**config.mk**
```make
export PLATFORM = sky130hd
export DESIGN_NAME = sbm_queue
export DESIGN_NICKNAME = d
export VERILOG_FILES = /design/src/hdl/sbm_pkg.sv /design/src/hdl/sbm_queue.sv
export SDC_FILE = /design/constraint.sdc
export NUM_CORES = 1
export LEC_CHECK = 0
export BUFFER_PORTS_ARGS = -buffer_cell sky130_fd_sc_hd__buf_4
export CORE_MARGIN = 2
export CORE_UTILIZATION = 40
export CTS_CLUSTER_DIAMETER = 30
export DETAILED_ROUTE_END_ITERATION = 10
export PLACE_DENSITY = 0.62
export SLEW_MARGIN = 10
export SYNTH_ARGS = -nofsm -noshare
export SYNTH_HDL_FRONTEND = slang
export SYNTH_SLANG_ARGS = --single-unit
```
**constraint.sdc**
```tcl
create_clock -name aclk -period 4.9 [get_ports aclk]
set_input_delay 0.245 -clock aclk [delete_from_list [all_inputs] [get_ports aclk]]
set_output_delay 0.245 -clock aclk [all_outputs]
set_load 0.05 [all_outputs]
```
**src/hdl/sbm_pkg.sv**
```systemverilog
// Shared constants, types and state codes for the stereo SAD block matcher.
`default_nettype none
package sbm_pkg;

    // Default sizes handed to the top-level parameters
    localparam int WINDOW_SIZE_DEF    = 7;
    localparam int MAX_WIDTH_DEF      = 1024;
    localparam int MAX_CANDIDATES_DEF = 64;

    // Field widths fixed by the stream format and the parameter ranges
    localparam int PIX_W  = 8;
    localparam int ROW_W  = 10;
    localparam int COL_W  = 12;   // columns up to the largest supported width
    localparam int SLOT_W = 4;    // row slots up to the largest window
    localparam int K_W    = 8;    // shift index up to the largest candidate count

    // Configuration register indexes (byte address = 4 * index)
    localparam logic [1:0] REG_IMAGE_WIDTH     = 2'd0;
    localparam logic [1:0] REG_CANDIDATE_COUNT = 2'd1;
    localparam logic [1:0] REG_SCALE_FACTOR    = 2'd2;

    localparam logic [10:0] IMAGE_WIDTH_RST     = 11'd384;
    localparam logic [6:0]  CANDIDATE_COUNT_RST = 7'd15;
    localparam logic [7:0]  SCALE_FACTOR_RST    = 8'd15;

    // One classified pixel pair on its way from front to back
    typedef struct packed {
        logic [PIX_W-1:0]  left_pixel;
        logic [PIX_W-1:0]  right_pixel;
        logic [SLOT_W-1:0] wr_slot;
        logic [COL_W-1:0]  wr_col;
        logic              produce;
        logic [SLOT_W-1:0] top_slot;
        logic [COL_W-1:0]  anchor_col;
        logic [ROW_W-1:0]  anchor_row;
        logic [K_W-1:0]    last_k;
    } sbm_job_t;

    // Back-end sequencer states
    typedef enum logic [1:0] {
        BK_IDLE,
        BK_SCAN,
        BK_DRAIN,
        BK_DONE
    } sbm_bk_state_t;

endpackage
`default_nettype wire

```
**src/hdl/sbm_queue.sv**
```systemverilog
// Two-entry job queue between the front and back ends.
`default_nettype none
module sbm_queue
    import sbm_pkg::*;
(
    input  wire logic     aclk,
    input  wire logic     aresetn,
    input  wire logic     push,
    input  wire sbm_job_t push_job,
    output logic          full,
    input  wire logic     pop,
    output logic          empty,
    output sbm_job_t      head_job
);

    sbm_job_t   entry_reg [2];
    logic       wp_reg, rp_reg;
    logic [1:0] count_reg;

    assign full     = (count_reg == 2'd2);
    assign empty    = (count_reg == 2'd0);
    assign head_job = entry_reg[rp_reg];

    // Storage
    always_ff @(posedge aclk) begin
        if (push) begin
            entry_reg[wp_reg] <= push_job;
        end
    end

    // Pointers and fill level
    always_ff @(posedge aclk) begin
        if (!aresetn) begin
            wp_reg    <= 1'b0;
            rp_reg    <= 1'b0;
            count_reg <= 2'd0;
        end else begin
            if (push) begin
                wp_reg <= !wp_reg;
            end
            if (pop) begin
                rp_reg <= !rp_reg;
            end
            if (push && !pop) begin
                count_reg <= count_reg + 2'd1;
            end else if (pop && !push) begin
                count_reg <= count_reg - 2'd1;
            end
        end
    end

endmodule
`default_nettype wire

```
Yosys cells after proc, flatten, opt, wreduce, memory -nomap -nowiden
Memories as Yosys holds them, arrays and structs flattened. A register that Yosys moved wholly into a read port is not among the register bits.
Cells that the tools add are included.
W data, S select, Z words.

word-level totals
  bits in registers = 4
  memory bits (writable) = 134
  output and inout bits = 69
  memories kept = 1

memory list
  memory     depth  width  rd ports  clocked after Yosys merged registers in  wr ports  line             RTL
  entry_reg  2      67     1         1                                        1         sbm_queue.sv:16  sbm_job_t entry_reg [2];

operators by class
  add/subtract/negate cells = 2
  equal/unequal tests = 1
  multiplexer cells = 6
  reductions and logical operators = 8

operators by type and width
  cell                   number
  $logic_not A1 Y1       4
  $mux W1                4
  $mux W2                2
  $add A2 B1 Y2 const B  1
  $eq A2 B2 Y1 const B   1
  $logic_and A1 B1 Y1    2
  $logic_not A2 Y1       1
  $reduce_bool A2 Y1     1
  $sub A2 B1 Y2 const B  1

Depth between registers and ports, before layout
Gate-level depths: netlist of the first run.

  word-level depth = 4
  mapped depth = 5
  depth with buffers taken out = 5

Worst setup path after synthesis of the first run
OpenSTA, ideal clock, no wires.

  path type = reg2reg
  start point = register wp_reg
  end point = memory entry_reg[0][0] in the netlist's numbering (enable)
  arrival = 3.304 ns
  slack = 1.095 ns
  stages on the path, launching flop included = 2
  buffers on the path = 0
  clock period less this slack = 3.805 ns
  path through = dfxtp_1 > nor2b_1

RTL lines
  what                    line             RTL
  start, declared         sbm_queue.sv:17  logic wp_reg, rp_reg;
  start signal, assigned  sbm_queue.sv:39  wp_reg <= !wp_reg;
  end, declared           sbm_queue.sv:16

Straight into the memory's write port.

==> results.md, run 1 <==
* Adder-Cell Fraction of Synth Area at 0.00242
* Compound-gate portion of the synthesized area at 0.00388
* 1st-iter DRT viols at 120
* Combinational share of power at 0.162
* Post-CTS Setup Inserts at 0
* Unique cell type count in the Yosys netlist at 19
* Final Hold Vio Count at 0
* Remaining antenna violation count at 0
* Mux contribution to synthesized area at 0.168
* Max rail drop VDD at 0.246 mV
* Post-CTS sizing at 0
* MaxCap Viol Count at 0
* Element type at the critical path end: output pin
* Slowest cell on the critical path: dfxtp_4
* Number of flip-flops in the largest register at 134
* Area grow syn2layout at 34.5%
* Startpoint types: register
* Slew headroom at 0.276
* Starting density of the core at 0.409
* Die ar. at around 14000 sq um
* Via count at 2562
* Slowest cell delay on critical path at between 1 and 1.5 ns
* Post-Layout Cell Count at between 500 and 600
* Register bit total from synthesis at 139
* Crit Path Class: reg2out
* Layout cells sized above 1 at 0.585
* Cells after Synth at 230
* Leak pwr at 2.67 nW
* Worst EP required at 4.66 ns
* Count of final setup violators at 0
* CP arrival at between 2 and 2.5 ns
* Final clock skew at between 0.004 and 0.005 ns
* NetSw at 759 uW
* Pre-Repair DR Iteration Count at 4
* DP HPWL at 5.54 mm
* First-pass GRT wire length at about 14 mm
* Final RePlAce weighted congestion at approximately 0.67
* Finished Cell Area at 6950 sq um
* DR WL met3 at approximately 830 microns
* Post-synthesis simple-gate area fraction at 0.0109
* P per Cell Area at roughly 440 nW/um^2
* Synthesized cell area at a little over 5000 sq um
* Inst Count DP at 535
* GRT overflow at 0
* Switch share at 0.249
* Layout net count at 457
* Sequential group share of total power at 0.464
* Clock Path Buffers at 2
* Number of global-route vias before repair at 2706
* Residual DRC at 0
* Setup tns final at 0 ns
* Routed wl met2 at between 4 and 5 mm
* Die Ht at 118 microns
* Largest net degree at the start of global routing at 68
* CTS tree: done
* Die Span X at ~120 microns
* CTS H-Tree Depth at 4
* Worst slew pin tran at 1.09 ns
* Fin crit share at 0.481
* Gr usage total at 0.133
* Fin util at 0.551
* Total wire length at around 8.9 mm
* I/O pins at 140
* Pint at 2.29 mW
* DR WL/cell at approximately 16 microns
* Post-DP Area at 6390 sq um
* Net count after synthesis at 302
* Sequential fraction of the synthesis area at 0.798
* Uppermost routed layer: met4
* # diodes at 0
* Syn avg cell area at 22.5 sq um
* Slew Viols, Final at 0
* Final min period at 2.35 ns
* Clock power share at 0.374
* Num CTS Buffers at 17
* Main combinational cell family by area after synthesis: multiplexers
* Vias/cell at 4.49
* CTS root buf: clkbuf_16
* Critical Path, Cell by Cell: mux2_2, buf_4
* Metal-1 WL at 3.59 mm
* Max Clk Rate at 425 MHz
* Port Buf Inserts at 139
* Worst-path clk slew at about 0.06 ns
* Synth warn at 0
* Synth Area in XOR/XNOR at 0.00509
* HP Class: in2reg
* RSZ-0062 raised after global routing: false
* Clock sinks at 139
* Clock latency on the worst-skew pair at 0.40 ns
* Site Rows at 41
* Initial antenna violation count at 0
* Status: complete, no violations
* Worst-path fanout max at 67
* Core footprint at 12600 sq um
[worst max-delay path: cells and delay by family (launching register included)]
| family | cells | cell delay, ns |
|---|---|---|
| flops | 1 | 1.04 |
| buf+inv | 1 | 0.19 |
| mux | 1 | 0.42 |
[synth_stat cells]
library cell	instances	share of area
o21ai_0	1	0.00097
dfxtp_1	5	0.019
xor2_1	2	0.0034
o21a_1	1	0.0015
xnor2_1	1	0.0017
buf_6	3	0.0065
ha_1	1	0.0024
and2b_2	1	0.0017
buf_4	1	0.0015
inv_1	1	0.00073
buf_2	3	0.0029
and2_1	4	0.0048
nor2_1	1	0.00073
mux2_2	37	0.081
a21boi_1	1	0.0015
or3_1	1	0.0012
edfxtp_1	134	0.78
mux2_4	30	0.087
nor2b_1	2	0.0024
[layout by cell type, fill, tap and decap left out, types with 2 or more instances in the layout]
cell,count
dlygate4sd3_1,3
mux2_4,30
mux2_2,37
edfxtp_1,134
and2_1,3
clkbuf_1,10
xor2_1,2
clkbuf_8,2
buf_4,140
clkbuf_16,17
clkinv_2,2
dfxtp_1,4
[worst paths after layout]
kind         slack (ns)               end  depth (start not counted)         start
max                2.55      head_job[15]                          2      register
min                0.03  entry_reg[1][42]                          1  push_job[42]
max reg2reg        2.84   entry_reg[0][4]                          2        wp_reg
min reg2reg        0.52      count_reg[1]                          2  count_reg[1]
[stage by stage]
| stage | hold slack [ns] | power [mW] | worst slack (ns) |
|---|---|---|---|
| 2_1_floorplan | 0.344 | 1.78 | 1.09 |
| 3_5_place_dp | 0.433 | 1.94 | 2.72 |
| 3_3_place_gp | 0.431 | 1.93 | 2.75 |
| 4_1_cts | 0.00138 | 3.08 | 2.47 |
| 6_report | 0.0252 | 3.05 | 2.55 |
| 5_1_grt | 0.000542 | 3.16 | 2.40 |
[routing by layer]
| layer | vias to the layer above | track usage |
|---|---|---|
| met2 | 102 | 0.210 |
| li1 | 1217 | - |
| met5 | - | 0 |
| met1 | 1233 | 0.148 |
| met3 | 10 | 0.0746 |
| met4 | 0 | 0.0550 |
[cells by family (layout without fill, tap and decap cells)]
family / Yosys count / count (layout)
flops: 139 / 139
mux: 67 / 67
simple gates: 9 / 9
buf+inv: 8 / 176
compound gates: 3 / 3
xor+xnor: 3 / 3
fa+ha+maj: 1 / 1
[power by group through the flow]
stage	clock network (mW)	registers, mW	logic [mW]
4_1_cts	1.17	1.42	0.499
2_1_floorplan	0	1.41	0.363
3_3_place_gp	0	1.44	0.494
5_1_grt	1.22	1.42	0.517
6_report	1.14	1.42	0.494
3_5_place_dp	0	1.44	0.498
[what timing repair did]
action                     in CTS  in global routing
hold buffers                    0                  3
hold endpoints to repair        0                  6
setup endpoints to repair       0                  0
[cell type report]
class,count,area [sq um]
Inverter,1,3.75
Multi-Input combinational cell,83,992
Clock inverter,3,40.0
Fill cell,1031,5670
Sequential cell,139,4130
Tap cell,172,215
Timing Repair Buffer,143,1080
Clock buffer,29,490
Note: power is estimated with default switching activity, not from simulation.
==> inputs of run 2 (changes only) <==
PLACE_DENSITY = 0.64   (was 0.62)
clock period = 2 ns   (was 4.9 ns; I/O delays follow)
==> results.md, run 2 (same netlist as run 1, synthesis figures left out) <==
* Max Clk Rate at roughly 540 MHz
* Gr usage total at 0.148 (+0.0157)
* Worst-path fanout max at 31 (-54%)
* Starting density of the core at 0.409 (unchanged)
* 1st-iter DRT viols at 100 (-17%)
* Crit Path Class: reg2out
* Initial antenna violation count at 0 (unchanged)
* Critical path capture point: head_job[17]
* Total wire length at 9.81 mm (+10%)
* Worst reg-to-reg setup slack at 0.66 ns (-2.18 ns)
* CTS root buf: clkbuf_16
* Die ar. at 13800 sq um (unchanged)
* Post-CTS sizing at 0 (unchanged)
* Num CTS Buffers at 17 (unchanged)
* Pwr Total at 7.67 mW (+150%)
* Sequential group share of total power at 0.446 (-0.018)
* Switch share at 0.251 (+0.00184)
* Clock power share at 0.373 (about the same)
* HP Class: in2reg
* Count of final setup violators at 0 (unchanged)
* RSZ-0062 raised after global routing: false
* Die Span X at 118 microns (unchanged)
* Final RePlAce weighted congestion at 0.682 (+1.6%)
* Setup tns final at 0 ns (unchanged)
* Min Hold Slack at 0.0453 ns (+0.0202 ns)
* Clock latency on the worst-skew pair at 0.41 ns (about the same)
* Slew headroom at 0.647 (+0.371)
* Pre-Repair DR Iteration Count at 4 (unchanged)
* GRT overflow at 0 (unchanged)
* Element type at the critical path end: output pin
* Pint at 5.75 mW (+150%)
* Commonest non-fill, non-tap cells in the layout: buf_4 (143), edfxtp_1 (134), dlygate4sd3_1 (68)
* Worst reg2reg endpoint: entry_reg[1][26]
* Max rail drop VDD at 0.609 mV (+150%)
* NetSw at 1.92 mW (+150%)
* Final min period at 1.85 ns
* Worst slew pin tran at 0.529 ns (-0.557 ns)
* Most common cell after layout, fill and taps aside: buf_4
* Worst EP required at 1.90 ns (-2.76 ns)
* Final Hold Vio Count at 0 (unchanged)
* Number of flip-flops in the largest register at 134 (unchanged)
* Number of global-route vias before repair at 3137 (+16%)
* Final clock skew at 0.00263 ns (-0.00218 ns)
* Largest net degree at the start of global routing at 39 (-43%)
* Status: complete, no violations
* Reg-to-Reg Start: wp_reg
* I/O pins at 140 (unchanged)
* Clock Path Buffers at 2 (unchanged)
* Remaining antenna violation count at 0 (unchanged)
* R2R cell count at 2 (unchanged)
* Leak pwr at 2.99 nW (+12%)
* Startpoint types: register
* Area grow syn2layout at 49.0%
* P per Cell Area at 996 nW/um^2 (+130%)
* Layout net count at 528 (+16%)
* Core footprint at 12600 sq um (unchanged)
* CTS tree: done
* MaxCap Viol Count at 0 (unchanged)
* Clock sinks at 139 (unchanged)
* Vias/cell at 4.45 (-0.94%)
* Port Buf Inserts at 139 (unchanged)
* Combinational share of power at 0.182 (+0.020)
* CTS H-Tree Depth at 4 (unchanged)
* Site Rows at 41 (unchanged)
* Layout cells sized above 1 at 0.514 (-0.0716)
* Fin crit share at 0.925
* Slew Viols, Final at 0 (unchanged)
* CP arrival at 1.75 ns (-0.36 ns)
* DR WL/cell at 15.3 microns (-1.8%)
* First-pass GRT wire length at 15.6 mm (+13%)
* DP HPWL at 5.85 mm (+5.7%)
* DP Worst Slack at 0.563 ns (-2.15 ns)
* Worst-path clk slew at 0.05 ns (about the same)
* # diodes at 0 (unchanged)
* Fin util at 0.610 (+0.0591)
* Via count at 2854 (+11%)
* Die Ht at 118 microns (unchanged)
* Setup ws final at 0.150 ns (-2.40 ns)
* Residual DRC at 0 (unchanged)
[run 2: changes by cell type in the layout (fill, tap and decap cells not counted), sizes merged]
cell / previous run / this run
buf: 140 / 146
clkbuf: 29 / 21
clkinvlp: 0 / 1
clkinv: 2 / 8
dlygate4sd3: 3 / 68
bufinv: 1 / 2
[run 2: area by class of cell]
class / count / area, sq um
repair buffers: 214 / 1810
inverters: 1 / 3.75
flip-flops and latches: 139 / 4130
well taps: 172 / 215
fillers: 964 / 4920
clock buffers: 21 / 440
clock inverters: 11 / 103
multi-input cells: 83 / 992
[run 2: power groups by stage]
stage          sequential, mW  combinational [mW]  clock [mW]
2_1_floorplan            3.46               0.892           0
3_3_place_gp             3.47                1.29           0
3_5_place_dp             3.48                1.29           0
4_1_cts                  3.42                1.40        2.93
5_1_grt                  3.43                1.46        3.07
6_report                 3.42                1.39        2.86
[run 2: worst min-delay path by stage]
stage	startpoint	end	cells after the start	slack [ns]
6_report	pop	rp_reg	3	0.05
5_1_grt	pop	register	3	0.05
4_1_cts	pop	rp_reg	3	0.03
3_5_place_dp	push_job[65]	entry_reg[0][65]	1	0.29
3_3_place_gp	push_job[61]	entry_reg[0][61]	1	0.28
2_1_floorplan	push_job[0]	entry_reg[0][0]	0	0.20
[run 2: repair_timing]
item                      CTS  global route
setup buffers               0             0
hold buffers               68             0
hold endpoints to repair  139             0
[run 2: critical path, cell delays in order, from the launching register on]
cell and delay [ns]:
dfxtp_4 0.49, buf_12 0.24, mux2_2 0.37, buf_4 0.19
[run 2: metrics by stage]
stage,cell area (sq um),instances
after floorplan,5170,230
after global placement,6470,541
after detailed placement,6470,541
after CTS,7700,641
after global routing,7700,641
final,7700,641
[run 2: metal layers]
metal	wire length [microns]	part of all wire	vias up	GRT usage
li1	-	-	1355	-
met1	4030	0.41	1390	0.169
met2	5050	0.51	94	0.248
met3	582	0.059	15	0.0562
met4	156	0.016	0	0.0655
met5	0	0	-	0
==> inputs of run 3 (changes only) <==
CORE_ASPECT_RATIO = 1.5   (was unset)
CTS_CLUSTER_DIAMETER = unset   (was 30)
==> results.md, run 3 (same netlist as run 1, synthesis figures left out) <==
* Status: complete, no violations
* FF/Latch Area at 4130 sq um (unchanged)
* Pre-Repair DR Iteration Count at 4 (unchanged)
* Fillers at 936 (-2.9%)
* HP Class: in2reg
* Multi-input logic area at 992 sq um (unchanged)
* CTS root buf: clkbuf_16
* Site Rows at 50 (+22%)
* Area grow syn2layout at 51.3%
* Die Ht at 143 microns (+22%)
* Reg-to-Reg Start: wp_reg
* Starting density of the core at 0.411 (+0.00147)
* Worst reg-to-reg setup slack at 0.67 ns (about the same)
* Slew headroom at 0.688 (+0.0413)
* Setup ws final at 0.283 ns (+0.134 ns)
* Final clock skew at 0.00677 ns (+0.00414 ns)
* Fin crit share at 0.858 (-0.0669)
* Residual DRC at 0 (unchanged)
* Total wire length at 9.97 mm (+1.6%)
* Leak pwr at 3.04 nW (+1.8%)
* Clock sinks at 139 (unchanged)
* M1 GR Usage at 0.144 (-0.0248)
* Final RePlAce weighted congestion at 0.686 (+0.60%)
* Vias/cell at 4.59 (+3.2%)
* Slowest cell on the critical path: dfxtp_4
* Initial antenna violation count at 0 (unchanged)
* R2R cell count at 2 (unchanged)
* RSZ-0062 raised after global routing: false
* Worst reg2reg endpoint: entry_reg[1][23]
* Setup tns final at 0 ns (unchanged)
* Element type at the critical path end: output pin
* CTS H-Tree Depth at 4 (unchanged)
* Inst Count DP at 524 (-3.1%)
* GRT met2 Usage at 0.282 (+0.0340)
* Layout cells sized above 1 at 0.526 (+0.0118)
* Slew Viols, Final at 0 (unchanged)
* Critical Path, Cell by Cell: buf_12, mux2_2, buf_4
* Post-CTS Setup Inserts at 0 (unchanged)
* Post-DP Area at 6460 sq um (-0.23%)
* Max Clk Rate at 583 MHz (+7.8%)
* GRT overflow at 0 (unchanged)
* Clock Path Buffers at 2 (unchanged)
* Number of global-route vias before repair at 3164 (+0.86%)
* Top Usage Layer GRT: met2
* MaxCap Viol Count at 0 (unchanged)
* Number of flip-flops in the largest register at 134 (unchanged)
* Final Hold Vio Count at 0 (unchanged)
* Final min period at 1.72 ns (-0.134 ns)
* Via count at 2866 (+0.42%)
* Fin util at 0.621 (+0.0116)
* Worst-path fanout max at 36 (+16%)
* CTS tree: done
* Post-Layout Cell Count at 624 (-2.7%)
* DP HPWL at 6.32 mm (+8.0%)
* CP arrival at 1.62 ns (-0.13 ns)
* Hold Crit Depth at 3 (unchanged)
* Count of final setup violators at 0 (unchanged)
* Remaining antenna violation count at 0 (unchanged)
* Num CTS Buffers at 17 (unchanged)
* Layout net count at 527 (-0.19%)
* Most common cell after layout, fill and taps aside: buf_4
* Min Hold Slack at 0.0308 ns (-0.0145 ns)
* DR WL/cell at 16.0 microns (+4.3%)
* Core footprint at 12600 sq um (-0.36%)
* Critical path capture point: head_job[59]
* Pwr Total at 8.33 mW (+8.6%)
* Gr usage total at 0.147 (-0.00130)
* P per Cell Area at 1070 nW/um^2 (+7.0%)
* Max rail drop VDD at 0.628 mV (+3.0%)
* Port Buf Inserts at 139 (unchanged)
* I/O pins at 140 (unchanged)
* Largest net degree at the start of global routing at 37 (-5.1%)
* Slowest cell delay on critical path at 0.37 ns (-0.12 ns)
* Die ar. at 13900 sq um (+0.13%)
* Commonest non-fill, non-tap cells in the layout: buf_4 (141), edfxtp_1 (134), dlygate4sd3_1 (68)
* Worst EP required at 1.90 ns (about the same)
* Startpoint types: register
* Finished Cell Area at 7820 sq um (+1.5%)
* Clock latency on the worst-skew pair at 0.41 ns (about the same)
* 1st-iter DRT viols at 125 (+25%)
* Die Span X at 96.8 microns (-18%)
* DP Worst Slack at 0.670 ns (+0.106 ns)
* Crit Path Class: reg2out
* First-pass GRT wire length at 15.3 mm (-1.6%)
* Worst-path clk slew at 0.05 ns (about the same)
* Worst slew pin tran at 0.467 ns (-0.0620 ns)
* GRT met3 Usage at 0.0352 (-0.0210)
* # diodes at 0 (unchanged)
-- run 3: changes by cell type in the layout (fill, tap and decap cells not counted), sizes merged --
cell / before / now
buf: 146 / 145
bufinv: 2 / 6
clkinv: 8 / 2
clkinvlp: 1 / 3
-- run 3: per-layer routing --
layer | vias up | wire (microns)
li1 | 1357 | -
met1 | 1406 | 3630
met2 | 83 | 5720
met3 | 20 | 367
met4 | 0 | 254
met5 | - | 0
-- run 3: timing repair --
action	4_1_cts	5_1_grt
endpoints found under the hold margin	139	0
hold buffers	68	0
resized for setup	0	0
setup endpoints to repair	0	0
-- run 3: where the power goes --
group	internal [mW]	leakage (nW)	switching, mW	total [mW]
registers	3.36	1.30	0.0420	3.41
logic	0.578	1.42	0.828	1.41
clock network	2.40	0.320	1.11	3.52
total	6.35	3.04	1.98	8.33
-- run 3: cell type report --
| class | instances | area share |
|---|---|---|
| clock buffer | 21 | 0.0589 |
| clock inverter | 11 | 0.0277 |
| inverter | 1 | 0.000480 |
| multi-input combinational | 83 | 0.127 |
| sequential | 139 | 0.528 |
| tap | 156 | 0.0250 |
| timing repair buffer | 213 | 0.233 |
-- run 3: worst min path at each step --
stage | start | end
floorplan | push_job[0] | entry_reg[0][0]
global placement | push_job[62] | entry_reg[0][62]
detailed placement | push_job[42] | entry_reg[1][42]
CTS | pop | register
global route | pop | register
finish | pop | register
-- run 3: worst max-delay path: cells and delay by family (launching register included) --
| kind | cells | cell delay [ns] |
|---|---|---|
| muxes | 1 | 0.37 |
| DFF | 1 | 0.37 |
| buffers and inverters | 2 | 0.43 |
