**config.mk**
```make
export PLATFORM = sky130hd
export DESIGN_NAME = sbm_front
export DESIGN_NICKNAME = d
export VERILOG_FILES = /design/src/hdl/sbm_pkg.sv /design/src/hdl/sbm_front.sv
export SDC_FILE = /design/constraint.sdc
export NUM_CORES = 1
export LEC_CHECK = 0
export BUFFER_PORTS_ARGS = -buffer_cell sky130_fd_sc_hd__buf_4
export CAP_MARGIN = 40
export CORE_MARGIN = 2
export CORE_UTILIZATION = 54
export CTS_CLUSTER_SIZE = 20
export DETAILED_ROUTE_END_ITERATION = 8
export PLACE_DENSITY = 0.88
export SETUP_SLACK_MARGIN = 0.5
export SKIP_CTS_REPAIR_TIMING = 1
export SYNTH_ARGS = -nofsm -noshare
export SYNTH_HDL_FRONTEND = slang
export SYNTH_SLANG_ARGS = --single-unit
```
**constraint.sdc**
```tcl
create_clock -name aclk -period 7.6 [get_ports aclk]
set_input_delay 1.14 -clock aclk [delete_from_list [all_inputs] [get_ports aclk]]
set_output_delay 1.14 -clock aclk [all_outputs]
set_load 0.01 [all_outputs]
```
**src/hdl/sbm_pkg.sv**
```systemverilog
// Shared constants, types and state codes for the stereo SAD block matcher.
`default_nettype none
package sbm_pkg;

    // Default sizes handed to the top-level parameters
    localparam int WINDOW_SIZE_DEF    = 7;
    localparam int MAX_WIDTH_DEF      = 1024;
    localparam int MAX_CANDIDATES_DEF = 64;

    // Field widths fixed by the stream format and the parameter ranges
    localparam int PIX_W  = 8;
    localparam int ROW_W  = 10;
    localparam int COL_W  = 12;   // columns up to the largest supported width
    localparam int SLOT_W = 4;    // row slots up to the largest window
    localparam int K_W    = 8;    // shift index up to the largest candidate count

    // Configuration register indexes (byte address = 4 * index)
    localparam logic [1:0] REG_IMAGE_WIDTH     = 2'd0;
    localparam logic [1:0] REG_CANDIDATE_COUNT = 2'd1;
    localparam logic [1:0] REG_SCALE_FACTOR    = 2'd2;

    localparam logic [10:0] IMAGE_WIDTH_RST     = 11'd384;
    localparam logic [6:0]  CANDIDATE_COUNT_RST = 7'd15;
    localparam logic [7:0]  SCALE_FACTOR_RST    = 8'd15;

    // One classified pixel pair on its way from front to back
    typedef struct packed {
        logic [PIX_W-1:0]  left_pixel;
        logic [PIX_W-1:0]  right_pixel;
        logic [SLOT_W-1:0] wr_slot;
        logic [COL_W-1:0]  wr_col;
        logic              produce;
        logic [SLOT_W-1:0] top_slot;
        logic [COL_W-1:0]  anchor_col;
        logic [ROW_W-1:0]  anchor_row;
        logic [K_W-1:0]    last_k;
    } sbm_job_t;

    // Back-end sequencer states
    typedef enum logic [1:0] {
        BK_IDLE,
        BK_SCAN,
        BK_DRAIN,
        BK_DONE
    } sbm_bk_state_t;

endpackage
`default_nettype wire

```
**src/hdl/sbm_front.sv**
```systemverilog
// Front end: accepts pixel pairs, tracks raster position and classifies windows.
`default_nettype none
module sbm_front
    import sbm_pkg::*;
#(
    parameter int WINDOW_SIZE    = WINDOW_SIZE_DEF,
    parameter int MAX_WIDTH      = MAX_WIDTH_DEF,
    parameter int MAX_CANDIDATES = MAX_CANDIDATES_DEF
) (
    input  wire logic        aclk,
    input  wire logic        aresetn,
    input  wire logic        s_tvalid,
    output logic             s_tready,
    input  wire logic [15:0] s_tdata,
    input  wire logic        s_tuser,
    input  wire logic [10:0] image_width,
    input  wire logic [6:0]  candidate_count,
    input  wire logic        q_full,
    output logic             q_push,
    output sbm_job_t         q_job
);

    localparam logic [ROW_W-1:0]  ROW_MAX = {ROW_W{1'b1}};
    localparam logic [SLOT_W-1:0] LAST_SLOT = SLOT_W'(WINDOW_SIZE - 1);
    localparam logic [12:0] W_MAX = 13'(MAX_WIDTH);
    localparam logic [8:0]  C_MAX = 9'(MAX_CANDIDATES);

    logic [ROW_W-1:0]  row_reg, row_next;
    logic [COL_W-1:0]  col_reg, col_next;
    logic [SLOT_W-1:0] slot_reg, slot_next;

    logic [12:0]       eff_w;
    logic [ROW_W-1:0]  pre_row;
    logic [COL_W-1:0]  pre_col;
    logic [SLOT_W-1:0] pre_slot;
    logic [12:0]       col_inc;
    logic [8:0]        cands;
    logic [8:0]        last_c;
    logic [COL_W-1:0]  lc;
    logic              accept;

    assign s_tready = !q_full;
    assign accept   = s_tvalid && s_tready;
    assign q_push   = accept;

    // Clamp width to 1 .. MAX_WIDTH
    always_comb begin
        if (image_width == 11'd0) begin
            eff_w = 13'd1;
        end else if (13'(image_width) > W_MAX) begin
            eff_w = W_MAX;
        end else begin
            eff_w = 13'(image_width);
        end
    end

    // Position of this pixel
    always_comb begin
        pre_row  = row_reg;
        pre_col  = col_reg;
        pre_slot = slot_reg;
        if (s_tuser) begin
            pre_row  = '0;
            pre_col  = '0;
            pre_slot = '0;
        end else if (13'(col_reg) >= eff_w) begin
            pre_col  = '0;
            pre_row  = row_reg + 1'b1;
            if (row_reg == ROW_MAX || slot_reg == LAST_SLOT) begin
                pre_slot = '0;
            end else begin
                pre_slot = slot_reg + 1'b1;
            end
        end
    end

    // Position of the following pixel
    always_comb begin
        col_inc   = 13'(pre_col) + 13'd1;
        row_next  = pre_row;
        slot_next = pre_slot;
        col_next  = col_inc[COL_W-1:0];
        if (col_inc >= eff_w) begin
            col_next = '0;
            row_next = pre_row + 1'b1;
            if (pre_row == ROW_MAX || pre_slot == LAST_SLOT) begin
                slot_next = '0;
            end else begin
                slot_next = pre_slot + 1'b1;
            end
        end
    end

    // Shift range: clamp count, never reach past column zero
    always_comb begin
        if (candidate_count == 7'd0) begin
            cands = 9'd1;
        end else if (9'(candidate_count) > C_MAX) begin
            cands = C_MAX;
        end else begin
            cands = 9'(candidate_count);
        end
        lc     = pre_col - COL_W'(WINDOW_SIZE - 1);
        last_c = cands - 9'd1;
        if (13'(last_c) > 13'(lc)) begin
            last_c = 9'(lc);
        end
    end

    // Job for the back end
    always_comb begin
        q_job.left_pixel  = s_tdata[7:0];
        q_job.right_pixel = s_tdata[15:8];
        q_job.wr_slot     = pre_slot;
        q_job.wr_col      = pre_col;
        q_job.produce     = (pre_row >= ROW_W'(WINDOW_SIZE - 1))
                            && (pre_col >= COL_W'(WINDOW_SIZE - 1));
        q_job.top_slot    = (pre_slot == LAST_SLOT) ? '0 : pre_slot + 1'b1;
        q_job.anchor_col  = lc;
        q_job.anchor_row  = pre_row - ROW_W'(WINDOW_SIZE - 1);
        q_job.last_k      = last_c[K_W-1:0];
    end

    always_ff @(posedge aclk) begin
        if (!aresetn) begin
            row_reg  <= '0;
            col_reg  <= '0;
            slot_reg <= '0;
        end else if (accept) begin
            row_reg  <= row_next;
            col_reg  <= col_next;
            slot_reg <= slot_next;
        end
    end

endmodule
`default_nettype wire

```
# ---- Word level (Yosys, flattened, before mapping)
# Index checks and enable logic that the tools add are counted.
dict set report totals {
  regBits 26
  in_bits 39
  out_inout_bits 69
}
dict set report classes {
  addsub 8
  n_lt_le_gt_ge 7
  eq_ne 4
  muxes 17
  n_reduce_logical 7
}
# op n
set ops {}
lappend ops {{12-bit two-way mux} 3}
lappend ops {{10-bit two-way mux} 3}
lappend ops {{4-bit two-way mux} 6}
lappend ops {{11-bit two-way mux} 2}
lappend ops {{10-bit by 1-bit adder with 10-bit output (second input constant)} 2}
lappend ops {{10-bit == test (second input constant)} 2}
lappend ops {{7-bit two-way mux} 2}
lappend ops {{12-bit by 1-bit adder with 13-bit output (second input constant)} 1}
lappend ops {{12-bit by 13-bit greater-or-equal comparator with 1-bit output} 1}
lappend ops {{13-bit greater-or-equal comparator} 1}
lappend ops {{12-bit by 3-bit greater-or-equal comparator with 1-bit output (second input constant)} 1}
lappend ops {{9-bit by 12-bit greater-than comparator with 1-bit output} 1}
lappend ops {{12-bit by 3-bit subtractor with 12-bit output (second input constant)} 1}
lappend ops {{11-bit greater-than comparator (second input constant)} 1}
lappend ops {{11-bit zero test} 1}
lappend ops {{10-bit by 3-bit greater-or-equal comparator with 1-bit output (second input constant)} 1}
lappend ops {{10-bit by 3-bit subtractor with 10-bit output (second input constant)} 1}
lappend ops {{4-bit by 1-bit adder with 4-bit output (second input constant)} 2}
lappend ops {{4-bit by 3-bit == test with 1-bit output (second input constant)} 2}
lappend ops {{8-bit two-way mux} 1}
lappend ops {{7-bit by 1-bit subtractor with 8-bit output (second input constant)} 1}
lappend ops {{7-bit greater-than comparator (second input constant)} 1}
lappend ops {{7-bit zero test} 1}
lappend ops {{1-bit logical AND} 2}
lappend ops {{other kinds (2)} 3}

# ---- Longest topological paths before layout
# Gate-level depths: netlist of run 1.
dict set report depth {
  depth_word 10
  mapped_depth 26
  depth_no_buf 24
}

# ---- Worst setup path before layout of run 1
# No wires, ideal clock.
dict set report synth_timing {
  path_type {in2reg}
  start {input port image_width[5]}
  end {register row_reg[9]}
  setup_ns 0.074
  arrival_time_ns 5.901
  required_time_ns 7.526
  path_slack_ns 1.625
  stages 26
  n_path_buf 2
  path_cell_list {nor4_1 -> a31oi_1 -> nor2_1 -> ha_1 -> nor2b_1 -> o21bai_1 -> a311oi_2 -> nor3_1 -> clkbuf_1 -> nand2_1 -> inv_1 -> ha_1 -> nand3_1 -> inv_1 -> nand4_1 -> xnor2_1 -> ha_1 -> a21o_1 -> a21o_1 -> a21oi_1 -> o41ai_2 -> nor2_1 -> buf_2 -> and4b_1 -> a211o_1 -> a31oi_1}
}
dict set report synth_between {
  elab_chain_cells 9
}
# element line
set synth_lines {}
lappend synth_lines {{start: declaration} sbm_front.sv:16} ;# input wire logic [10:0] image_width,
lappend synth_lines {{11-bit greater-than comparator} sbm_front.sv:50} ;# end else if (13'(image_width) > W_MAX) begin
lappend synth_lines {{11-bit two-way mux} sbm_front.sv:50}
lappend synth_lines {{11-bit two-way mux *} sbm_front.sv:48} ;# if (image_width == 11'd0) begin
lappend synth_lines {{12-bit by 13-bit greater-or-equal comparator with 1-bit output} sbm_front.sv:66} ;# end else if (13'(col_reg) >= eff_w) begin
lappend synth_lines {{12-bit two-way mux} sbm_front.sv:66}
lappend synth_lines {{12-bit two-way mux} sbm_front.sv:62} ;# if (s_tuser) begin
lappend synth_lines {{12-bit by 1-bit adder with 13-bit output} sbm_front.sv:79} ;# col_inc = 13'(pre_col) + 13'd1;
lappend synth_lines {{13-bit greater-or-equal comparator} sbm_front.sv:83} ;# if (col_inc >= eff_w) begin
lappend synth_lines {{10-bit two-way mux *} sbm_front.sv:83}
lappend synth_lines {{end signal: assignment} sbm_front.sv:130} ;# row_reg <= row_next;
lappend synth_lines {{end: declaration} sbm_front.sv:28} ;# logic [ROW_W-1:0] row_reg, row_next;
# Every way passes the cells marked *; elsewhere a longest branch is shown, timed or not.
# A chain may end at the register's enable or synchronous reset.

==> results.txt, run 1 <==
- Final standard cell area without fillers: 4370 um^2
* Register-to-register setup slack: 1.90 ns
* Final layout net count: 648
- Worst slew slack as a fraction of its limit: 41.8%
* LEAKAGE: 1.89 nW
- Registers are responsible for 39.8% of the overall power.
* Deepest level of the CTS H-tree: 1
- The repair_antennas step left the layout with diodes totalling 0.
- Share of the cycle needed by the critical path after routing: 87.5%
* Met2 wire length: 4990 um
- For the worst-skew pair, the clock arrives at the later sink with an insertion delay of 0.28 ns.
- At the worst endpoint, the arrival time is 5.51 ns.
* Max IR drop VDD: 0.0882 mV
* Post-detailed-placement half-perimeter wirelength: 8300 um
* Global route overflow: 0
- Total via count after detailed routing: 4145
- Sw power: 0.126 mW
- Hold path cells: 1
* Floorplan die area: 7810 um^2
- The final-report hold violation count was 0.
- Wires add up to 10900 um.
- Yosys synthesis warning count: 0
* Number of flip-flops and latches in the synthesized netlist: 26
* Mapped Cells: 528
- In this run the worst path has a maximum fanout of 18.
* Effective utilization at floorplan: 56.3%
- Period minus WS final: 6.65 ns
- Hold is met by 0.543 ns.
* Max Buffers Root-to-Sink: 2
* Final setup fails: 0
* Max_cap viols: 0
- For this block, wires on met1 add up to 4650 um.
- Entering global routing, the biggest net connects 28 pins.
* Proportion of synthesized flip-flops having asynchronous set or reset: 0%
* Worst-Margin Slew: 0.868 ns
* Most instantiated flip-flop cell in the synthesis netlist: sky130_fd_sc_hd__dfxtp_1
- Summed negative setup slack over all endpoints: 0 ns
- The count of final max-slew check failures is 0.
* Netlist Area Pre-Place: 3850 um^2
* Total global routing track utilization: 27.6%
* Total power density per cell area: 83.4 nW/um^2
- After floorplanning, the core was divided into 30 placement rows.
- Total CTS buffers: 3
- For this run, design rule violations remaining after detail routing come to 0.
* Highest signal layer in the routed design: met4
- Net switching is 34.5% of the power.
- Crit start category: primary input
- Achievable clock frequency: 150 MHz
* Post-DR vias/cell: 6.25
- Post-synth EDFFs: 0
- After detailed routing, the met3 layer carries 924 um of wire.
- Proportion of power drawn by combinational gates: 34.2%
* Clock tree root buffer cell: sky130_fd_sc_hd__clkbuf_8
* Status: completed
- A synthesized cell averages 7.28 um^2.
- The number of cells on the worst reg-to-reg path is 24.
- Vertical extent of the die: 88.4 um
- TritonCTS built the clock tree.
- Area inside the core boundary: 6830 um^2
- Unrepaired setup endpoints after global routing: no
- Internal power comes to 0.239 mW.
- DRC violation total after the first TritonRoute iteration: 391
* CTS sink cnt: 26
- Top-Level Pins: 108
* Tightest Hold Check Type: flop to flop
- STA puts the critical path data required time at 6.46 ns.
* Sequential cell area fraction in the yosys report: 13.5%
* Number of flip-flops under the largest register name: 12
* Via count of the first global-routing pass: 3733
- The first global-routing pass estimated 17400 um of wire.
- The detail route stage leaves a number of antenna-violating nets equal to 0.
- STA classifies the critical path endpoint as an output pin.
* Detail-routed net length per standard cell: 16.4 um
- The critical path is of the primary input to output pin type.
- Fin Clk Skew: 0.00616 ns
- Once layout is complete, the utilization of the core stands at 63.9%.
* Total placed instance area: 4310 um^2
- First-pass detailed-route iteration total: 5
* Clock network fraction of design power: 26.0%
- The number of antenna violations at the first check in global routing is 0.
* Die boundary width: 88.4 um
- Buffers on Ports: 74
- From synthesis to final layout, the design area changed by 13.6%.
- Netlist cell types: 70
- In the final layout, the share of cells above drive strength 1 is 19.8%.
- Clk slew on worst S/H paths: 0.09 ns
- Final estimated routing congestion in global placement: 0.982
[path summary, 6_finish.rpt]
check,startpoint,end
setup / recovery,image_width[5],q_job[3]
hold / removal,col_reg[11],col_reg[11]
setup reg to reg,col_reg[1],row_reg[6]
hold reg to reg,col_reg[11],col_reg[11]
[cell type report]
class	count	area, um^2
clock buffers	4	55.1
well taps	96	120
inverters	32	120
fillers	618	2460
repair buffers	81	606
flip-flops and latches	26	520
multi-input cells	424	2950
[kinds of logic after synthesis]
| kind of cell | synth area share (%) |
|---|---|
| multiplexers | 4.46 |
| XOR/XNOR | 7.51 |
| flip-flops | 13.5 |
| AND/OR/NAND/NOR | 30.1 |
| adder cells (fa/ha/maj) | 13.6 |
| buffers and inverters | 10.1 |
| AO/OA/AOI/OAI | 20.7 |
| other | 0.0975 |
[layout by cell type (no fill, tap or decap), types with 7 or more instances in the layout]
cell                       synthesis  final
sky130_fd_sc_hd__dfxtp_1          26     26
sky130_fd_sc_hd__nand4_1          13     13
sky130_fd_sc_hd__nor3_1           16     16
sky130_fd_sc_hd__nor2_1           49     49
sky130_fd_sc_hd__a21oi_1          29     29
sky130_fd_sc_hd__o21ai_0          19     19
sky130_fd_sc_hd__a21o_1            7      7
sky130_fd_sc_hd__and2_1           11     11
sky130_fd_sc_hd__xor2_1           10     10
sky130_fd_sc_hd__ha_1             41     41
sky130_fd_sc_hd__nor2b_1           7      7
sky130_fd_sc_hd__mux2i_1           7      7
sky130_fd_sc_hd__a211oi_1          7      7
sky130_fd_sc_hd__mux2_2            9      9
sky130_fd_sc_hd__nand2_1          49     49
sky130_fd_sc_hd__nand3_1          36     36
sky130_fd_sc_hd__inv_1            28     28
sky130_fd_sc_hd__buf_4            19     80
sky130_fd_sc_hd__xnor2_1          23     23
[power by group through the flow]
stage	logic (mW)	clock network (mW)	registers (mW)
finish	0.125	0.0949	0.145
CTS	0.123	0.0964	0.145
global route	0.136	0.100	0.145
detailed placement	0.123	0	0.148
floorplan	0.0869	0	0.145
global placement	0.119	0	0.147
[per-layer routing]
| layer | vias up | GRT usage (%) |
|---|---|---|
| met2 | 236 | 46.1 |
| met1 | 1900 | 37.3 |
| met4 | 0 | 9.50 |
| met3 | 40 | 2.52 |
| met5 | - | 0 |
| li1 | 1969 | - |
[worst max-delay path: stages]
cell                        delay (ns)
sky130_fd_sc_hd__buf_4            0.11
sky130_fd_sc_hd__nor4_1           0.26
sky130_fd_sc_hd__a31oi_1          0.12
sky130_fd_sc_hd__nor2_1           0.15
sky130_fd_sc_hd__ha_1             0.17
sky130_fd_sc_hd__nor2b_1          0.05
sky130_fd_sc_hd__o21bai_1         0.19
sky130_fd_sc_hd__a311o_1          0.72
sky130_fd_sc_hd__nand3_1          0.14
sky130_fd_sc_hd__buf_4            0.21
sky130_fd_sc_hd__nor2_1           0.17
sky130_fd_sc_hd__ha_1             0.27
sky130_fd_sc_hd__a21o_1           0.18
sky130_fd_sc_hd__a21o_1           0.17
sky130_fd_sc_hd__a2111oi_0        0.74
sky130_fd_sc_hd__a211oi_4         0.23
sky130_fd_sc_hd__mux2_2           0.33
sky130_fd_sc_hd__buf_4            0.14
[cell usage after synthesis (4+ instances only)]
cell type / instances / area share, %
sky130_fd_sc_hd__a211oi_1: 7 / 1.4
sky130_fd_sc_hd__a21o_1: 7 / 1.4
sky130_fd_sc_hd__a21oi_1: 29 / 3.8
sky130_fd_sc_hd__a22oi_1: 6 / 1.2
sky130_fd_sc_hd__a31o_2: 4 / 0.91
sky130_fd_sc_hd__a31oi_1: 5 / 0.81
sky130_fd_sc_hd__and2_1: 11 / 1.8
sky130_fd_sc_hd__and3_1: 6 / 0.98
sky130_fd_sc_hd__buf_2: 6 / 0.78
sky130_fd_sc_hd__buf_4: 19 / 3.7
sky130_fd_sc_hd__clkbuf_1: 20 / 2.0
sky130_fd_sc_hd__clkinv_1: 4 / 0.39
sky130_fd_sc_hd__dfxtp_1: 26 / 14
sky130_fd_sc_hd__ha_1: 41 / 13
sky130_fd_sc_hd__inv_1: 28 / 2.7
sky130_fd_sc_hd__mux2_2: 9 / 2.6
sky130_fd_sc_hd__mux2i_1: 7 / 1.8
sky130_fd_sc_hd__nand2_1: 49 / 4.8
sky130_fd_sc_hd__nand2b_1: 4 / 0.65
sky130_fd_sc_hd__nand3_1: 36 / 4.7
sky130_fd_sc_hd__nand4_1: 13 / 2.1
sky130_fd_sc_hd__nor2_1: 49 / 4.8
sky130_fd_sc_hd__nor2b_1: 7 / 1.1
sky130_fd_sc_hd__nor3_1: 16 / 2.1
sky130_fd_sc_hd__nor4_1: 4 / 0.65
sky130_fd_sc_hd__o21ai_0: 19 / 2.5
sky130_fd_sc_hd__xnor2_1: 23 / 5.2
sky130_fd_sc_hd__xor2_1: 10 / 2.3
[stage by stage]
stage | std cells | setup slack [ns] | total power, mW
final | 663 | 0.947 | 0.364
after global routing | 663 | 0.704 | 0.382
after CTS | 663 | 1.00 | 0.364
after detailed placement | 659 | 1.02 | 0.270
after global placement | 658 | 1.12 | 0.266
after floorplan | 530 | 1.62 | 0.232
Note: power is estimated with default switching activity, not from simulation.
==> run 2: changes to the inputs <==
Settings changed: BUFFER_PORTS_ARGS -buffer_cell sky130_fd_sc_hd__buf_4 to not set, CORE_UTILIZATION 54 to 65, CTS_BUF_LIST set to sky130_fd_sc_hd__clkbuf_8, DONT_BUFFER_PORTS set to 1, PLACE_DENSITY 0.88 to 0.87.
==> results.txt, run 2 (synthesis gave the netlist of run 1 again) <==
* Power, Total: 0.334 mW (was 0.364 mW)
- The post-layout net count is 574 (was 648).
* Share of the cycle needed by the critical path after routing: 85.3% (was 87.5%)
- The post-layout worst setup margin was 1.12 ns (was 0.947 ns).
- Status: completed (unchanged).
- Final estimated routing congestion in global placement: 0.979 (was 0.982)
* Crit start category: primary input (unchanged)
* Period minus WS final: 6.48 ns (was 6.65 ns)
* Max FO, Critical Path: 18 (unchanged)
- ANT cells: 0 (unchanged)
- Top-Level Pins: 108 (unchanged)
* Combined area of the multi-input logic cells: 2950 um^2 (about the same)
- Met1 wire length: 4110 um (was 4650 um)
- Die boundary width: 80.9 um (was 88.4 um)
* Floorplan die area: 6550 um^2 (was 7810 um^2)
- Unrepaired setup endpoints after global routing: no (unchanged)
- The number of iterations in the first detailed-routing pass came to 5 (unchanged).
- The uppermost signal routing layer after detailed routing was met4 (unchanged).
- The highest clock frequency the design can meet is 154 MHz (was 150 MHz).
- Detail-routed net length per standard cell: 18.2 um (was 16.4 um)
* Effective utilization at floorplan: 66.1% (was 56.3%)
- Total global routing track utilization: 31.5% (was 27.6%)
- Area occupied by registers: 520 um^2 (unchanged)
- The fraction of layout cells with a size suffix above 1 came to 7.91% (was 19.8%).
- The clock root buffer is sky130_fd_sc_hd__clkbuf_8 (unchanged).
- Total Wirelength: 10300 um (was 10900 um)
* Vertical extent of the die: 80.9 um (was 88.4 um)
- The latest clock arrival within the worst-skew pair is 0.28 ns (about the same).
* Summed negative setup slack over all endpoints: 0 ns (unchanged)
* CTS tree: done (unchanged)
* Met2 wire length: 5090 um (was 4990 um)
* Area growth syn-to-layout: -1.43% (was 13.6%)
- Required time worst endpoint: 6.46 ns (about the same)
* Via count of the first global-routing pass: 3507 (was 3733)
* Max IR drop VDD: 0.0619 mV (was 0.0882 mV)
- CTS sink cnt: 26 (unchanged)
- The clock slew at the register clock pins of the worst setup and hold paths was 0.10 ns (was 0.09 ns).
- Max Buffers Root-to-Sink: 2 (unchanged)
- The count of cells along the worst register-to-register path is 24 (unchanged).
- The max-slew headroom at the worst pin came to 44.3% (was 41.8%).
- Max_cap viols: 0 (unchanged)
* Worst Path Arrival: 5.34 ns (was 5.51 ns)
* Final setup fails: 0 (unchanged)
* DR DRC count: 0 (unchanged)
- The global-route congestion overflow total is 0 (unchanged).
* Buffers on Ports: 0 (was 74)
* Worst-Margin Slew: 0.830 ns (was 0.868 ns)
- The count of final max-slew check failures was 0 (unchanged).
* Hold path cells: 1 (unchanged)
- The first-pass GRT wire length came to 16500 um (was 17400 um).
- Setup CP Type: primary input to output pin (unchanged)
- Post-detailed-placement half-perimeter wirelength: 7820 um (was 8300 um)
- The CTS buffer count came to 3 (unchanged).
- The path class of the lowest-slack min-delay path is flop to flop (unchanged).
* Total via count after detailed routing: 3816 (was 4145)
* Worst-case setup slack after placement: 1.14 ns (was 1.02 ns)
- Post-DR vias/cell: 6.72 (was 6.25)
- The flip-flop count of the largest register, all copies and words added came to 12 (unchanged).
- The row count came to 28 (was 30).
* DRC violation total after the first TritonRoute iteration: 259 (was 391)
* Number of inserted filler cells in the final layout: 534 (was 618)
- The final antenna-violating net count came to 0 (unchanged).
* Deepest level of the CTS H-tree: 1 (unchanged)
- Maximum number of pins on one net before global-route repair: 28 (unchanged)
* Final core utilization: 65.2% (was 63.9%)
- Hold violation count in the final report: 0 (unchanged)
- Antenna violations before repair: 0 (unchanged)
* Fin Clk Skew: 0.00675 ns (was 0.00616 ns)
* Metal3 WL: 793 um (was 924 um)
- Total power density per cell area: 88.2 nW/um^2 (was 83.4 nW/um^2)
- The endpoint type of the worst setup path is an output pin (unchanged).
- LEAKAGE: 1.53 nW (was 1.89 nW)
- Area inside the core boundary: 5820 um^2 (was 6830 um^2)
- Commonest cells after routing, fill and taps aside: sky130_fd_sc_hd__nand2_1, sky130_fd_sc_hd__nor2_1, sky130_fd_sc_hd__ha_1 (was sky130_fd_sc_hd__buf_4, sky130_fd_sc_hd__nand2_1, sky130_fd_sc_hd__nor2_1).
## run 2: cell count changes in the layout (fill, tap and decap cells not counted)
| cell | delta |
|---|---|
| sky130_fd_sc_hd__buf_4 | -74 |
| sky130_fd_sc_hd__nor3_1 | -1 |
| sky130_fd_sc_hd__nor3_2 | +1 |
## run 2: report_power, final
part | switching, mW | internal [mW] | total [mW] | leakage [nW]
sequential | 0.00537 | 0.139 | 0.145 | 0.211
combinational | 0.0606 | 0.0327 | 0.0933 | 1.29
clock | 0.0499 | 0.0465 | 0.0964 | 0.0288
## run 2: path summary, 6_finish.rpt
check                 start           to  slack (ns)
max          image_width[5]     q_job[6]        1.12
min             col_reg[11]  col_reg[11]        0.52
min reg2reg     col_reg[11]  col_reg[11]        0.52
max reg2reg      col_reg[1]   row_reg[9]        2.10
## run 2: area by class of cell
class	instances	share of cell area [%]
inverter	32	3.17
multi-input combinational	424	77.9
tap	75	2.48
timing repair buffer	7	1.32
sequential	26	13.7
clock buffer	4	1.45
## run 2: through the flow
step	cells	cell area, um^2	hold WS, ns
2_1_floorplan	530	3850	0.458
3_3_place_gp	563	3730	0.494
3_5_place_dp	564	3740	0.502
4_1_cts	568	3790	0.519
5_1_grt	568	3790	0.529
6_report	568	3790	0.517
## run 2: routing by layer
layer	track usage, %	vias up
met5	0	-
li1	-	1820
met1	38.1	1774
met2	56.5	185
met3	4.11	37
met4	11.9	0
## run 2: critical path, cell delays in order
cell	delay, ns
sky130_fd_sc_hd__nor4_1	0.25
sky130_fd_sc_hd__a31oi_1	0.12
sky130_fd_sc_hd__nor2_1	0.16
sky130_fd_sc_hd__ha_1	0.19
sky130_fd_sc_hd__nor2b_1	0.05
sky130_fd_sc_hd__o21bai_1	0.22
sky130_fd_sc_hd__a311o_1	0.75
sky130_fd_sc_hd__nand3_1	0.14
sky130_fd_sc_hd__buf_4	0.22
sky130_fd_sc_hd__nor2_1	0.17
sky130_fd_sc_hd__ha_1	0.27
sky130_fd_sc_hd__a21o_1	0.19
sky130_fd_sc_hd__a21o_1	0.17
sky130_fd_sc_hd__a2111oi_0	0.70
sky130_fd_sc_hd__a211oi_4	0.23
sky130_fd_sc_hd__mux2_2	0.37
==> run 3: changes to the inputs <==
Settings changed: CORE_ASPECT_RATIO set to 1.75.
==> results.txt, run 3 (synthesis gave the netlist of run 1 again) <==
- Commonest cells after routing, fill and taps aside: sky130_fd_sc_hd__nand2_1, sky130_fd_sc_hd__nor2_1, sky130_fd_sc_hd__ha_1 (unchanged).
* Status: completed (unchanged)
* Deepest level of the CTS H-tree: 1 (unchanged)
- The count of cells along the worst register-to-register path is 21 (was 24).
- The number of sinks on the clock net came to 26 (unchanged).
- CTS tree: done (unchanged)
- The worst clock skew came to 0.00660 ns (was 0.00675 ns).
* Endpoint kind of the worst setup timing path: output pin (unchanged)
* Die boundary width: 62.2 um (was 80.9 um)
* Worst Path Arrival: 5.32 ns (was 5.34 ns)
* Total via count after detailed routing: 3972 (was 3816)
- The total wire length after detailed routing came to 11000 um (was 10300 um).
- The cell area after layout is 3790 um^2 (about the same).
* Number of inserted filler cells in the final layout: 464 (was 534)
* Startpoint of the worst hold path: col_reg[4] (was col_reg[11])
- Post-detailed-placement half-perimeter wirelength: 8410 um (was 7820 um)
* ANT cells: 0 (unchanged)
- Unrepaired setup endpoints after global routing: no (unchanged).
- Share of the cycle needed by the critical path after routing: 85.1% (was 85.3%)
* Total placed instance area: 3730 um^2 (was 3740 um^2)
* Hold path cells: 2 (was 1)
- Global route overflow: 0 (unchanged)
* Worst-Margin Slew: 0.867 ns (was 0.830 ns)
- Layout cell share with drive strength beyond 1: 7.72% (was 7.91%)
- Hold violation count in the final report: 0 (unchanged)
- The kind of launch point of the worst setup path was a primary input (unchanged).
- First-pass detailed-route iteration total: 5 (unchanged)
- The number of maximum-capacitance violations was 0 (unchanged).
- The reg2reg setup slack was 1.69 ns (was 2.10 ns).
- The via count of the first global-routing pass came to 3964 (was 3507).
- The count of final max-slew check failures is 0 (unchanged).
- The overall die area came to 6570 um^2 (was 6550 um^2).
* Final estimated routing congestion in global placement: 0.902 (was 0.979)
* Detail-routed net length per standard cell: 19.3 um (was 18.2 um)
* Area inside the core boundary: 5790 um^2 (was 5820 um^2)
- Final Hold Slack: 0.537 ns (was 0.517 ns)
- The post-layout net count was 573 (was 574).
- Number of nets still failing antenna checks after routing: 0 (unchanged)
- The CTS buffer count was 3 (unchanged).
- The first-pass GRT wire length was 18000 um (was 16500 um).
* Endpoint of the lowest-slack register-to-register path: row_reg[5] (was row_reg[9])
- The relative area change from synthesis to final layout is -1.53% (was -1.43%).
* Post-DR vias/cell: 6.97 (was 6.72)
- The highest clock frequency the design can meet was 155 MHz (was 154 MHz).
* Power, Total: 0.339 mW (was 0.334 mW)
- The clock root buffer was sky130_fd_sc_hd__clkbuf_8 (unchanged).
- DR DRC count: 0 (unchanged)
- Max Buffers Root-to-Sink: 2 (unchanged)
- The largest driver fanout on the critical path was 18 (unchanged).
- DRC violation total after the first TritonRoute iteration: 291 (was 259)
* Period minus WS final: 6.46 ns (was 6.48 ns)
* Max IR drop VDD: 0.0773 mV (was 0.0619 mV)
* Clk slew on worst S/H paths: 0.10 ns (about the same)
- Total power density per cell area: 89.4 nW/um^2 (was 88.2 nW/um^2)
- Tightest Hold Check Type: flop to flop (unchanged)
- The post-layout instance count excluding filler cells came to 570 (was 568).
- Summed negative setup slack over all endpoints: 0 ns (unchanged)
* Effective utilization at floorplan: 66.5% (was 66.1%)
- Worst slew slack as a fraction of its limit: 41.8% (was 44.3%)
* Final setup fails: 0 (unchanged)
- The number of antenna violations at the first check in global routing was 0 (unchanged).
* Number of flip-flops under the largest register name: 12 (unchanged)
- Maximum number of pins on one net before global-route repair: 28 (unchanged)
- Clock insertion delay at the later pin of the skew report: 0.29 ns (was 0.28 ns)
- Required time worst endpoint: 6.46 ns (about the same)
* Buffers on Ports: 0 (unchanged)
- Worst reg2reg path startpoint: col_reg[1] (unchanged)
- The overall die height is 106 um (was 80.9 um).
- LEAKAGE: 1.53 nW (about the same)
- Placed Instances: 566 (was 564)
- Total global routing track utilization: 33.1% (was 31.5%)
* Setup CP Type: primary input to output pin (unchanged)
- Std cell rows: 37 (was 28)
- Top-Level Pins: 108 (unchanged)
- The endpoint with the worst hold slack is col_reg[4] (was col_reg[11]).
[run 3: through the flow]
step	setup slack (ns)	utilization [%]
floorplan	1.62	-
global placement	1.27	64.4
detailed placement	1.08	64.5
CTS	1.18	65.4
global route	0.837	65.4
finish	1.14	65.4
[run 3: worst max path at each step]
stage / start / to / cells after the start
6_report: image_width[1] / q_job[0] / 16
2_1_floorplan: image_width[5] / row_reg[9] / 26
3_3_place_gp: image_width[5] / q_job[0] / 16
4_1_cts: image_width[1] / q_job[0] / 16
3_5_place_dp: image_width[1] / row_reg[5] / 24
5_1_grt: image_width[1] / q_job[0] / 16
[run 3: per-layer routing]
| layer | routed length [um] | track usage [%] |
|---|---|---|
| met1 | 3690 | 33.4 |
| met2 | 5770 | 61.3 |
| met3 | 916 | 5.76 |
| met4 | 634 | 21.6 |
| met5 | 0 | 0 |
[run 3: worst max-delay path, cell delays in order]
cell and delay (ns):
sky130_fd_sc_hd__nor4_1 0.27, sky130_fd_sc_hd__a31oi_1 0.12, sky130_fd_sc_hd__nor2_1 0.18, sky130_fd_sc_hd__ha_1 0.18, sky130_fd_sc_hd__nor2b_1 0.04, sky130_fd_sc_hd__o21bai_1 0.22
sky130_fd_sc_hd__a311o_1 0.74, sky130_fd_sc_hd__nand3_1 0.14, sky130_fd_sc_hd__buf_4 0.23, sky130_fd_sc_hd__nor2_1 0.17, sky130_fd_sc_hd__ha_1 0.27, sky130_fd_sc_hd__a21o_1 0.18
sky130_fd_sc_hd__a21o_1 0.16, sky130_fd_sc_hd__a2111oi_0 0.67, sky130_fd_sc_hd__a211oi_4 0.23, sky130_fd_sc_hd__mux2i_1 0.38
[run 3: where the power goes]
| part | switching, mW | total (mW) | leakage, nW | internal [mW] |
|---|---|---|---|---|
| clock | 0.0532 | 0.0998 | 0.0288 | 0.0466 |
| sequential | 0.00573 | 0.145 | 0.211 | 0.139 |
| combinational | 0.0613 | 0.0937 | 1.29 | 0.0325 |
| total | 0.120 | 0.339 | 1.53 | 0.218 |
[run 3: area by class of cell]
| type | instances | area, um^2 | share of cell area [%] |
|---|---|---|---|
| multi-input cells | 424 | 2950 | 77.9 |
| flip-flops and latches | 26 | 520 | 13.7 |
| inverters | 32 | 120 | 3.17 |
| well taps | 78 | 97.6 | 2.58 |
| clock buffers | 4 | 55.1 | 1.45 |
| repair buffers | 6 | 42.5 | 1.12 |
